File: config.mk
export PLATFORM = sky130hd
export DESIGN_NAME = byte_stuffing_frame_decoder_core
export DESIGN_NICKNAME = d
export VERILOG_FILES = /design/src/rtl/core/bsfd_pkg.sv /design/src/rtl/core/bsfd_cfg_regs.sv /design/src/rtl/core/bsfd_deframer.sv /design/src/rtl/core/byte_stuffing_frame_decoder_core.sv
export SDC_FILE = /design/constraint.sdc
export NUM_CORES = 1
export LEC_CHECK = 0
export BUFFER_PORTS_ARGS = -buffer_cell sky130_fd_sc_hd__buf_2
export CAP_MARGIN = 30
export CORE_MARGIN = 10
export CORE_UTILIZATION = 30
export CTS_BUF_LIST = sky130_fd_sc_hd__clkbuf_16
export CTS_CLUSTER_DIAMETER = 60
export DETAILED_ROUTE_END_ITERATION = 8
export SLEW_MARGIN = 20
export SYNTH_ARGS = -nofsm -noshare
export SYNTH_HDL_FRONTEND = slang
export SYNTH_HIERARCHICAL = 1
export SYNTH_SLANG_ARGS = --single-unit
File: constraint.sdc
create_clock -name clk -period 4.3 [get_ports clk]
set_input_delay 0 -clock clk [delete_from_list [all_inputs] [get_ports clk]]
set_output_delay 0 -clock clk [all_outputs]
set_load 0.02 [all_outputs]
File: src/rtl/core/bsfd_pkg.sv
// Shared types, register codes, status codes and the CRC7 byte function of the deframer.
package bsfd_pkg;

    // Register indexes on the configuration port.
    typedef enum logic [1:0] {
        CFG_SYNC     = 2'd0,
        CFG_END      = 2'd1,
        CFG_ESCAPE   = 2'd2,
        CFG_FIRST_IF = 2'd3
    } cfg_index_t;

    // End-of-frame status codes.
    typedef enum logic [2:0] {
        STATUS_OK       = 3'd0,
        STATUS_CRC      = 3'd1,
        STATUS_SHORT    = 3'd2,
        STATUS_RESTART  = 3'd3,
        STATUS_OVERFLOW = 3'd4
    } status_t;

    localparam logic [7:0] SYNC_RESET     = 8'd254;
    localparam logic [7:0] END_RESET      = 8'd255;
    localparam logic [7:0] ESCAPE_RESET   = 8'd253;
    localparam logic [3:0] FIRST_IF_RESET = 4'd0;

    // CRC7 polynomial 0x09, worked MSB-aligned in an 8-bit register.
    localparam logic [7:0] CRC_POLY_SHIFTED = 8'h12;

    typedef struct packed {
        logic [7:0] sync_value;
        logic [7:0] end_value;
        logic [7:0] escape_value;
        logic [3:0] first_interface;
    } cfg_t;

    typedef struct packed {
        logic [1:0] channel;
        logic [7:0] rx_byte;
    } item_t;

    typedef struct packed {
        logic [4:0] interface_id;
        logic [7:0] frame_byte;
        logic       last;
        status_t    status;
    } result_t;

    // One byte of CRC7: eight shift steps on an 8-bit value.
    function automatic logic [6:0] crc7_byte(input logic [6:0] crc, input logic [7:0] b);
        logic [7:0] c;
        c = {1'b0, crc} ^ b;
        for (int i = 0; i < 8; i++) begin
            if (c[7])
                c = {c[6:0], 1'b0} ^ CRC_POLY_SHIFTED;
            else
                c = {c[6:0], 1'b0};
        end
        return c[7:1];
    endfunction

endpackage

File: src/rtl/core/bsfd_cfg_regs.sv
// Configuration register file of the deframer.
module bsfd_cfg_regs (
    input  logic                clk,
    input  logic                rst_n,
    input  logic                wr_en,
    input  logic [1:0]          wr_index,
    input  logic [7:0]          wr_data,
    output bsfd_pkg::cfg_t      cfg
);

    bsfd_pkg::cfg_t cfg_reg;
    bsfd_pkg::cfg_t cfg_next;

    always_comb
    begin
        cfg_next = cfg_reg;
        if (wr_en)
        begin
            case (bsfd_pkg::cfg_index_t'(wr_index))
                bsfd_pkg::CFG_SYNC:     cfg_next.sync_value      = wr_data;
                bsfd_pkg::CFG_END:      cfg_next.end_value       = wr_data;
                bsfd_pkg::CFG_ESCAPE:   cfg_next.escape_value    = wr_data;
                bsfd_pkg::CFG_FIRST_IF: cfg_next.first_interface = wr_data[3:0];
                default:                cfg_next = cfg_reg;
            endcase
        end
    end

    always_ff @(posedge clk or negedge rst_n)
    begin
        if (!rst_n)
        begin
            cfg_reg.sync_value      <= bsfd_pkg::SYNC_RESET;
            cfg_reg.end_value       <= bsfd_pkg::END_RESET;
            cfg_reg.escape_value    <= bsfd_pkg::ESCAPE_RESET;
            cfg_reg.first_interface <= bsfd_pkg::FIRST_IF_RESET;
        end
        else
        begin
            cfg_reg <= cfg_next;
        end
    end

    assign cfg = cfg_reg;

endmodule

File: src/rtl/core/bsfd_deframer.sv
// Per-channel deframer context store and the single-pass byte step logic.
module bsfd_deframer #(
    parameter int CHANNELS  = 4,
    parameter int RAW_LIMIT = 256,
    parameter int FRAME_MAX = 64
) (
    input  logic                clk,
    input  logic                rst_n,
    input  bsfd_pkg::cfg_t      cfg,
    input  logic                step_en,
    input  bsfd_pkg::item_t     item,
    output logic                res_valid,
    output bsfd_pkg::result_t   res
);

    localparam int CH_W  = (CHANNELS > 1) ? $clog2(CHANNELS) : 1;
    localparam int RAW_W = $clog2(RAW_LIMIT);
    localparam int DEC_W = (FRAME_MAX > 1) ? $clog2(FRAME_MAX + 1) : 1;

    typedef struct packed {
        logic             in_frame;
        logic [6:0]       running_crc;
        logic [7:0]       held_raw;
        logic             held_valid;
        logic             escape_pending;
        logic [RAW_W-1:0] raw_count;
        logic [DEC_W-1:0] decoded_count;
    } ctx_t;

    ctx_t ctx_reg [CHANNELS];

    logic [CH_W-1:0] idx;
    logic            in_range;
    ctx_t            cur;
    ctx_t            nxt;
    logic            rx_sync;
    logic            rx_end;
    logic            overflow;
    logic            have_data;
    logic [7:0]      data;

    assign in_range = 32'(item.channel) < CHANNELS;
    assign idx      = CH_W'(item.channel);
    assign cur      = in_range ? ctx_reg[idx] : '0;
    assign rx_sync  = item.rx_byte == cfg.sync_value;
    assign rx_end   = item.rx_byte == cfg.end_value;
    assign overflow = cur.in_frame && (cur.raw_count >= RAW_W'(RAW_LIMIT - 1));

    always_comb
    begin
        nxt                = cur;
        res_valid          = 1'b0;
        res.interface_id   = 5'(cfg.first_interface) + 5'(item.channel);
        res.frame_byte     = '0;
        res.last           = 1'b0;
        res.status         = bsfd_pkg::STATUS_OK;
        have_data          = 1'b0;
        data               = '0;

        if (overflow)
        begin
            // Frame closes; the same byte is then seen by the hunter.
            res_valid    = 1'b1;
            res.last     = 1'b1;
            res.status   = bsfd_pkg::STATUS_OVERFLOW;
            nxt          = '0;
            nxt.in_frame = rx_sync;
        end
        else if (!cur.in_frame)
        begin
            if (rx_sync)
            begin
                nxt          = '0;
                nxt.in_frame = 1'b1;
            end
        end
        else if (rx_sync)
        begin
            res_valid    = 1'b1;
            res.last     = 1'b1;
            res.status   = bsfd_pkg::STATUS_RESTART;
            nxt          = '0;
            nxt.in_frame = 1'b1;
        end
        else if (rx_end)
        begin
            res_valid = 1'b1;
            res.last  = 1'b1;
            if (cur.raw_count < RAW_W'(2))
                res.status = bsfd_pkg::STATUS_SHORT;
            else if ({1'b0, cur.running_crc} == cur.held_raw)
                res.status = bsfd_pkg::STATUS_OK;
            else
                res.status = bsfd_pkg::STATUS_CRC;
            nxt = '0;
        end
        else
        begin
            if (cur.held_valid)
            begin
                nxt.running_crc = bsfd_pkg::crc7_byte(cur.running_crc, cur.held_raw);
                if (cur.escape_pending)
                begin
                    nxt.escape_pending = 1'b0;
                    data               = cur.held_raw + cfg.escape_value;
                    have_data          = 1'b1;
                end
                else if (cur.held_raw == cfg.escape_value)
                begin
                    nxt.escape_pending = 1'b1;
                end
                else
                begin
                    data      = cur.held_raw;
                    have_data = 1'b1;
                end
                if (have_data && (cur.decoded_count < DEC_W'(FRAME_MAX)))
                begin
                    nxt.decoded_count = cur.decoded_count + DEC_W'(1);
                    res_valid         = 1'b1;
                    res.frame_byte    = data;
                end
            end
            nxt.held_raw   = item.rx_byte;
            nxt.held_valid = 1'b1;
            nxt.raw_count  = cur.raw_count + RAW_W'(1);
        end

        if (!in_range)
        begin
            res_valid = 1'b0;
        end
    end

    always_ff @(posedge clk or negedge rst_n)
    begin
        if (!rst_n)
        begin
            for (int i = 0; i < CHANNELS; i++)
            begin
                ctx_reg[i] <= '0;
            end
        end
        else if (step_en && in_range)
        begin
            ctx_reg[idx] <= nxt;
        end
    end

endmodule

File: src/rtl/core/byte_stuffing_frame_decoder_core.sv
// Top level of the byte-stuffed serial deframer with per-channel CRC7 check.
//
//  Channel   Signals                                    Direction  Beat
//  item      item_valid, item_stall, item               in         one raw byte of a channel
//  result    result_valid, result_stall, result         out        one data byte or frame status
//  cfg       cfg_valid, cfg_ready, cfg_index, cfg_data  in         one register write
//
// Each accepted beat is held in the input register, where the channel's context
// is read, updated and written back in the same cycle; its result (if any) is
// registered into the output register, and one beat per cycle is sustained
// unless a result stalls. The context store is written at the end of the cycle
// that uses it, so beats for the same channel may follow each other directly.
// Reset clears every channel's context to hunting and restores the register
// defaults. A stalled result holds the input register, which then stalls the item
// channel; beats that give no result still wait behind it.
module byte_stuffing_frame_decoder_core #(
    parameter int CHANNELS  = 4,
    parameter int RAW_LIMIT = 256,
    parameter int FRAME_MAX = 64
) (
    input  logic                clk,
    input  logic                rst_n,

    input  logic                item_valid,
    output logic                item_stall,
    input  bsfd_pkg::item_t     item,

    output logic                result_valid,
    input  logic                result_stall,
    output bsfd_pkg::result_t   result,

    input  logic                cfg_valid,
    output logic                cfg_ready,
    input  logic [1:0]          cfg_index,
    input  logic [7:0]          cfg_data
);

    bsfd_pkg::cfg_t    cfg;

    // Input register.
    logic              in_valid_reg;
    logic              in_valid_next;
    bsfd_pkg::item_t   in_item_reg;

    // Output register.
    logic              out_valid_reg;
    logic              out_valid_next;
    bsfd_pkg::result_t out_item_reg;

    logic              step_en;
    logic              step_res_valid;
    bsfd_pkg::result_t step_res;
    logic              out_blocked;

    // Register writes are always taken; the user must issue them only while the block is idle.
    assign cfg_ready = 1'b1;

    bsfd_cfg_regs u_cfg_regs (
        .clk      (clk),
        .rst_n    (rst_n),
        .wr_en    (cfg_valid & cfg_ready),
        .wr_index (cfg_index),
        .wr_data  (cfg_data),
        .cfg      (cfg)
    );

    // The held beat may only be processed when its result has somewhere to go.
    assign out_blocked = out_valid_reg && result_stall;
    assign step_en     = in_valid_reg && !out_blocked;
    assign item_stall  = in_valid_reg && out_blocked;

    bsfd_deframer #(
        .CHANNELS  (CHANNELS),
        .RAW_LIMIT (RAW_LIMIT),
        .FRAME_MAX (FRAME_MAX)
    ) u_deframer (
        .clk       (clk),
        .rst_n     (rst_n),
        .cfg       (cfg),
        .step_en   (step_en),
        .item      (in_item_reg),
        .res_valid (step_res_valid),
        .res       (step_res)
    );

    always_comb
    begin
        in_valid_next = in_valid_reg;
        if (!item_stall)
        begin
            in_valid_next = item_valid;
        end

        out_valid_next = out_valid_reg;
        if (!out_blocked)
        begin
            out_valid_next = step_en && step_res_valid;
        end
    end

    always_ff @(posedge clk or negedge rst_n)
    begin
        if (!rst_n)
        begin
            in_valid_reg  <= 1'b0;
            out_valid_reg <= 1'b0;
        end
        else
        begin
            in_valid_reg  <= in_valid_next;
            out_valid_reg <= out_valid_next;
        end
    end

    // Payload registers carry no reset.
    always_ff @(posedge clk)
    begin
        if (item_valid && !item_stall)
        begin
            in_item_reg <= item;
        end
        if (step_en && step_res_valid)
        begin
            out_item_reg <= step_res;
        end
    end

    assign result_valid = out_valid_reg;
    assign result       = out_item_reg;

endmodule

==> results of run 1 <==
-- worst max path at each step --
| stage | from | slack, ns | to | cells past startpoint |
|---|---|---|---|---|
| 2_1_floorplan | in_item_reg[8] | 0.68 | result[11] | 13 |
| 3_3_place_gp | in_item_reg[8] | 0.74 | result[11] | 10 |
| 3_5_place_dp | in_item_reg[8] | 0.68 | result[11] | 10 |
| 4_1_cts | in_item_reg[8] | 0.68 | result[11] | 10 |
| 5_1_grt | in_item_reg[8] | 0.51 | result[11] | 10 |
| 6_report | in_item_reg[8] | 0.71 | result[11] | 10 |
-- placed cells by master, fill, tap and decap left out, types with 9 or more instances in the layout --
master         synthesis  final
nand3_1               13     11
and2_1                 9      9
a22oi_1               13     13
clkbuf_16              0     17
inv_1                 11     11
xor2_1                23     23
mux2i_1               13     13
a21oi_1               14     13
edfxtp_1              27     27
mux4_1                10     10
mux2_2                32     32
buf_2                  4     42
ha_1                  11     11
xnor2_1               15     15
o21ai_0              120    120
nor2_1                24     24
buf_4                  4     17
o21ai_1               18     18
nand2_1              169    169
mux4_2                21     21
dfstp_2               22     22
dfrtp_1              140    140
dlygate4sd3_1          0     22
-- power groups by stage --
stage | Combinational, W | Clock [W] | Sequential, W
detailed placement | 0.00111 | 0 | 0.00224
finish | 0.00113 | 0.00156 | 0.00221
global route | 0.00125 | 0.00167 | 0.00223
global placement | 0.00109 | 0 | 0.00223
floorplan | 0.000845 | 0 | 0.00219
CTS | 0.00113 | 0.00160 | 0.00221
-- worst reg2reg max path, cell delays in order (launching register included) --
cell      delay (ns)
edfxtp_1        0.33
buf_4           0.21
mux4_1          0.60
ha_1            0.32
or4_1           0.54
nor3_2          0.35
a211oi_4        0.15
nand4_1         0.16
nand2b_1        0.35
nor2_1          0.07
mux2_2          0.27
-- kinds of logic after synthesis --
logic type,synth area share
AND/OR/NAND/NOR,0.1260
AO/OA/AOI/OAI,0.1276
flip-flops,0.5188
multiplexers,0.1300
buffers and inverters,0.03370
XOR/XNOR,0.04458
adder cells (fa/ha/maj),0.01884
other,0.0003977
-- routing by layer --
layer / routed length [µm] / track usage / up-vias
met4: 358 / 0.03731 / 0
met3: 1023 / 0.02828 / 24
met1: 10710 / 0.1595 / 3235
met2: 10650 / 0.1880 / 144
met5: 0 / 0 / -
li1: - / - / 3124
-- area by class of cell --
cell class              instances  area [µm²]  share of cell area
inverters                      12       45.04            0.004143
multi-input cells             594        4234              0.3895
diodes                          2       5.005           0.0004604
clock buffers                  17       425.4             0.03913
clock inverters                15       150.1             0.01381
well taps                     396       495.5             0.04557
repair buffers                 85       624.3             0.05743
flip-flops and latches        189        4892              0.4500
-- stage by stage --
stage,setup WS [ns],util,power [W],cell area [µm²],instances
after floorplan,0.6815,-,0.003038,9430,838
after global placement,0.7449,0.3262,0.003323,10060,1253
after detailed placement,0.6848,0.3267,0.003349,10070,1254
after CTS,0.6787,0.3525,0.004938,10870,1308
after global routing,0.5087,0.3526,0.005155,10870,1309
final,0.7136,0.3526,0.004892,10870,1310
-- what timing repair did --
| item | 4_1_cts | 5_1_grt |
|---|---|---|
| endpoints found under the hold margin | 126 | 0 |
| hold buffers | 22 | 0 |
| buffers inserted | 0 | 0 |
==> results.txt, run 1 <==
----------------------------------------------------
[Floorplanning]
  Initial Utilization ... 0.3059
  Core region area ... 0.03083 mm²
  Top Ports ... 45
  Width of the die ... 197.3 µm
  Die span in y ... 197.3 µm
  Die Area ... 0.03893 mm²
  Site row count ... 64

[STA]
  Final sum of negative setup slack ... 0 ns
  Worst hold-check slack ... 0.05237 ns
  Max_slew headroom ... 0.3121
  RSZ-0062 raised after global routing ... no
  Period Utilization, post-route ... 0.8341
  Transition at the pin with the smallest max-transition slack ... 1.032 ns
  Skew final ... 0.01042 ns
  Endpoints failing setup ... 0
  Number of hold violations in the final report ... 0
  Max-slew violation total from the final report ... 0
  Time the final worst path needs with I/O delays and setup ... 3.586 ns
  Timing-limited maximum frequency ... 278.8 MHz

[Logic synthesis]
  Share of synthesized flip-flops with an asynchronous set or reset ... 0.8571
  Synth top cells by count ... 169 x nand2_1, 140 x dfrtp_1, 120 x o21ai_0
  Number of warnings issued by yosys ... 6
  Leading cell types by total area after synthesis ... dfrtp_1 37%, edfxtp_1 8.6%, nand2_1 6.7%
  Post-Syn Nets ... 876
  Flip-flop cell with the highest count after synthesis ... dfrtp_1
  Share of the synthesized area in the top cell type ... 0.3715
  Sequential-to-total area share from yosys stat ... 0.5188
  Dominant cell type by area after synthesis ... dfrtp_1
  Cells after Synth ... 838
  Average size of a mapped cell ... 11.25 µm²
  Library cells used by synthesis ... 74
  Synthesis-stage register bit count ... 189
  Post-synthesis instance area ... 0.009430 mm²
  Count leader, synth ... nand2_1
  Count of flip-flops with a built-in enable after synthesis ... 27

[Global routing]
  Total global-route track usage ... 0.1195
  Residual overflow from global routing ... 0
  First-pass GRT wire length ... 36,630 µm
  Via count of the first global-routing pass ... 6,409
  Number of antenna violations at the first check in global routing ... 2
  Pin count of the biggest net entering global routing ... 95

[Clock network]
  Resized cells post-CTS ... 0
  H-tree level count ... 4
  Clock transition time at the flip-flop clock pins of the worst setup and hold paths ... 0.07 ns
  Maximum buffer depth of the clock tree ... 2
  Source-to-sink clock delay at the later pin of the worst-skew pair ... 0.44 ns
  Clock tree sinks ... 189
  Root cell of the clock tree ... clkbuf_16
  Number of clock buffers inserted by TritonCTS ... 17
  Clock tree from TritonCTS ... yes

[Power and ir drop]
  Proportion of power drawn by flip-flops and latches ... 0.451
  Cell Int Power ... 0.003379 W
  Maximum vdd drop ... 289.8 µV
  Combinational cell fraction of total power ... 0.230
  Power per Cell Area ... 450.0 mW/mm²
  Part of the total power dissipated in the clock network ... 0.318
  Reported net switching power ... 0.001514 W
  Switching part of the total power ... 0.3094
  LEAKAGE ... 4.499 nW

[Drt]
  Average vias per placed instance ... 4.982
  Detailed-route wire length per cell ... 17.36 µm
  Wire length after detailed routing ... 22,740 µm
  Number of design-rule violations left by the first detailed-router iteration ... 401
  Count of unresolved DRC violations after routing ... 0
  Number of nets with antenna violations after detailed routing ... 0
  Number of vias after detailed routing ... 6,527
  Number of iterations in the first detailed-routing pass ... 5

[Critical path]
  Data required time at the worst endpoint ... 4.49 ns
  Slack of the worst reg-to-reg path ... 0.71 ns
  R2R Path End ... result[11]
  Family with the most delay on the worst path ... simple AND/OR/NAND/NOR gates
  Category of the critical setup timing path ... reg -> reg
  Worst-case reg-to-reg path depth ... 10
  Crit path DAT ... 3.77 ns
  Largest fanout on the critical path ... 10
  Critical Path End Type ... flip-flop
  Crit-path slowest cell ... mux4_1
  Delay of the slowest cell on the worst path ... 0.60 ns
  Count of buffering cells on the critical path with inverters included ... 1
  Crit path launch type ... flip-flop
  Reg-to-Reg Start ... in_item_reg[8]
  CP Cell Sequence ... buf_4 -> mux4_1 -> ha_1 -> or4_1 -> nor3_2 -> a211oi_4 -> nand4_1 -> nand2b_1 -> nor2_1 -> mux2_2

[Finish]
  Number of flip-flops under the largest register name ... 132
  Fin nets ... 937
  Area growth from synthesis to layout ... 15.28%
  Proportion of layout cells with a drive suffix above 1 ... 0.2248
  Number of fill cells in the layout ... 3,037

[Placement]
  Number of buffers added on ports ... 43
  Half-perimeter wire length of the detailed placement result ... 15,830 µm
  GP Congestion ... 0.8373

[Min path]
  Worst hold path endpoint ... u_cfg_regs/cfg[27]
  Min-Delay Path Depth ... 3
  Worst hold path startpoint ... cfg_index[0]
  Worst min-delay path category ... in -> reg

[Status]
  Result of the run ... complete, no violations

[Flow run]
  Max-cap violations ... 0

----------------------------------------------------
No activity file was read; power rests on OpenSTA's default activity.
==> run 2, diff against run 1 <==
==> constraint.sdc (replaced) <==
create_clock -name clk -period 3.7 [get_ports clk]
set_input_delay 0 -clock clk [delete_from_list [all_inputs] [get_ports clk]]
set_output_delay 0 -clock clk [all_outputs]
set_load 0.02 [all_outputs]
==> results.txt, run 2 (same netlist as run 1, synthesis figures left out) <==
----------------------------------------------------
[Critical path]
  Count of buffering cells on the critical path with inverters included ... 1
  Crit path launch type ... flip-flop
  Largest fanout on the critical path ... 8
  Family with the most delay on the worst path ... simple AND/OR/NAND/NOR gates
  Delay of the slowest cell on the worst path ... 0.53 ns
  R2R Path End ... result[11]
  Crit path DAT ... 3.69 ns
  Category of the critical setup timing path ... reg -> reg
  Worst-case reg-to-reg path depth ... 10
  Reg-to-Reg Start ... in_item_reg[8]
  CP Depth ... 10
  CP Cell Sequence ... buf_4 -> mux4_2 -> ha_1 -> or4_1 -> nor3_2 -> a211oi_4 -> nand4_1 -> nand2b_1 -> nor2_1 -> mux2_2
  Slack of the worst reg-to-reg path ... 0.20 ns
  Source of the critical timing path ... in_item_reg[8]
  Crit-path slowest cell ... mux4_2
  Critical Path End Type ... flip-flop
  Data required time at the worst endpoint ... 3.90 ns
  Timing endpoint of the critical path ... result[11]

[Min path]
  Worst min-delay path category ... in -> reg

[Drt]
  Detailed-route wire length per cell ... 17.38 µm
  Number of nets with antenna violations after detailed routing ... 0
  Count of unresolved DRC violations after routing ... 0
  Number of iterations in the first detailed-routing pass ... 5
  Average vias per placed instance ... 5.000
  Number of design-rule violations left by the first detailed-router iteration ... 522
  Number of vias after detailed routing ... 6,605
  Wire length after detailed routing ... 22,960 µm

[Global routing]
  Number of antenna violations at the first check in global routing ... 1
  Via count of the first global-routing pass ... 6,567
  First-pass GRT wire length ... 37,440 µm
  Total global-route track usage ... 0.1222
  Pin count of the biggest net entering global routing ... 89
  Residual overflow from global routing ... 0

[Floorplanning]
  Die span in y ... 197.3 µm
  Die Area ... 0.03893 mm²
  Site row count ... 64
  Width of the die ... 197.3 µm
  Top Ports ... 45
  Initial Utilization ... 0.3059
  Core region area ... 0.03083 mm²

[Clock network]
  Source-to-sink clock delay at the later pin of the worst-skew pair ... 0.45 ns
  Maximum buffer depth of the clock tree ... 2
  H-tree level count ... 4
  Clock tree sinks ... 189
  Number of clock buffers inserted by TritonCTS ... 17
  Clock tree from TritonCTS ... yes
  Resized cells post-CTS ... 0
  Number of hold buffers added after CTS ... 22
  Clock transition time at the flip-flop clock pins of the worst setup and hold paths ... 0.07 ns
  Root cell of the clock tree ... clkbuf_16
  Setup Fix Bufs, Post-CTS ... 0

[STA]
  Max-slew violation total from the final report ... 0
  Skew final ... 0.01272 ns
  Max_slew headroom ... 0.5006
  Number of hold violations in the final report ... 0
  Endpoints failing setup ... 0
  Final sum of negative setup slack ... 0 ns
  Transition at the pin with the smallest max-transition slack ... 0.7492 ns
  Time the final worst path needs with I/O delays and setup ... 3.496 ns
  Timing-limited maximum frequency ... 286.0 MHz
  Period Utilization, post-route ... 0.9448
  RSZ-0062 raised after global routing ... no

[Power and ir drop]
  Power per Cell Area ... 527.2 mW/mm²
  Maximum vdd drop ... 356.7 µV
  LEAKAGE ... 4.568 nW

[Finish]
  Proportion of layout cells with a drive suffix above 1 ... 0.2338
  Fin nets ... 949
  Area growth from synthesis to layout ... 16.33%
  Commonest non-fill, non-tap cell in the layout ... nand2_1
  Number of flip-flops under the largest register name ... 132
  Final Core Density ... 0.3558
  Commonest cells after routing, fill and taps aside ... 169 x nand2_1, 140 x dfrtp_1, 120 x o21ai_0, 42 x buf_2, 32 x mux2_2

[Placement]
  GP Congestion ... 0.8551
  Half-perimeter wire length of the detailed placement result ... 16,120 µm
  Number of buffers added on ports ... 43

[Flow run]
  Max-cap violations ... 0

[Status]
  Result of the run ... complete, no violations

----------------------------------------------------
## run 2: cell count changes in the layout (fill, tap and decap cells not counted)
cell	delta
clkinvlp_4	-2
clkinv_4	-1
inv_6	-1
inv_4	+1
buf_8	-1
buf_4	+13
diode_2	-1
clkinv_1	+1
inv_8	+1
bufinv_16	+1
## run 2: final cells by class
cell class | count | area, µm²
multi-input combinational | 594 | 4234
sequential | 189 | 4892
tap | 396 | 495.5
clock inverter | 15 | 168.9
fill | 3033 | 19860
timing repair buffer | 97 | 706.9
clock buffer | 17 | 425.4
inverter | 12 | 45.04
antenna | 1 | 2.502
## run 2: layer usage
metal | part of all wire | wire length [µm] | global-route usage | vias up
li1 | - | - | - | 3151
met1 | 0.48 | 11000 | 0.1659 | 3295
met2 | 0.46 | 10580 | 0.1903 | 136
met3 | 0.044 | 1007 | 0.02606 | 23
met4 | 0.016 | 378 | 0.03987 | 0
met5 | 0 | 0 | 0 | -
## run 2: how the worst min path moves through the flow
stage	start	cells after the start	end	slack (ns)
2_1_floorplan	rst_n	0	in_valid_reg	-0.30
6_report	cfg_index[1]	3	u_cfg_regs/cfg[25]	0.05
3_3_place_gp	rst_n	1	u_deframer/ctx_reg[108]	0.09
5_1_grt	cfg_index[0]	3	u_cfg_regs/cfg[22]	0.05
3_5_place_dp	rst_n	1	u_deframer/ctx_reg[108]	0.1
4_1_cts	cfg_index[1]	3	u_cfg_regs/cfg[23]	0.04
## run 2: worst register-to-register path, delay by kind of cell, from the launching register on
family                   cells  cell delay (ns)
AND/OR/NAND/NOR              5             1.28
AO/OA/AOI/OAI                1             0.16
flip-flops                   1             0.45
multiplexers                 2             0.78
adder cells (fa/ha/maj)      1             0.33
buffers and inverters        1             0.24
## run 2: power by group
group | total (W) | leakage (nW) | internal, W | switching, W
clock | 0.00187 | 0.293 | 0.00102 | 0.000852
combinational | 0.00135 | 1.90 | 0.000593 | 0.000757
sequential | 0.00256 | 2.38 | 0.00241 | 0.000158
## run 2: metrics by stage
step	hold slack (ns)	total power (W)	std cells	worst slack, ns	instance area, µm²
2_1_floorplan	-0.2956	0.003531	838	0.08153	9430
3_5_place_dp	0.09907	0.003933	1266	0.2167	10150
5_1_grt	0.05001	0.006102	1321	0.02235	10970
6_report	0.04871	0.005784	1321	0.2041	10970
3_3_place_gp	0.09273	0.003906	1266	0.2690	10150
4_1_cts	0.03854	0.005828	1320	0.2160	10970
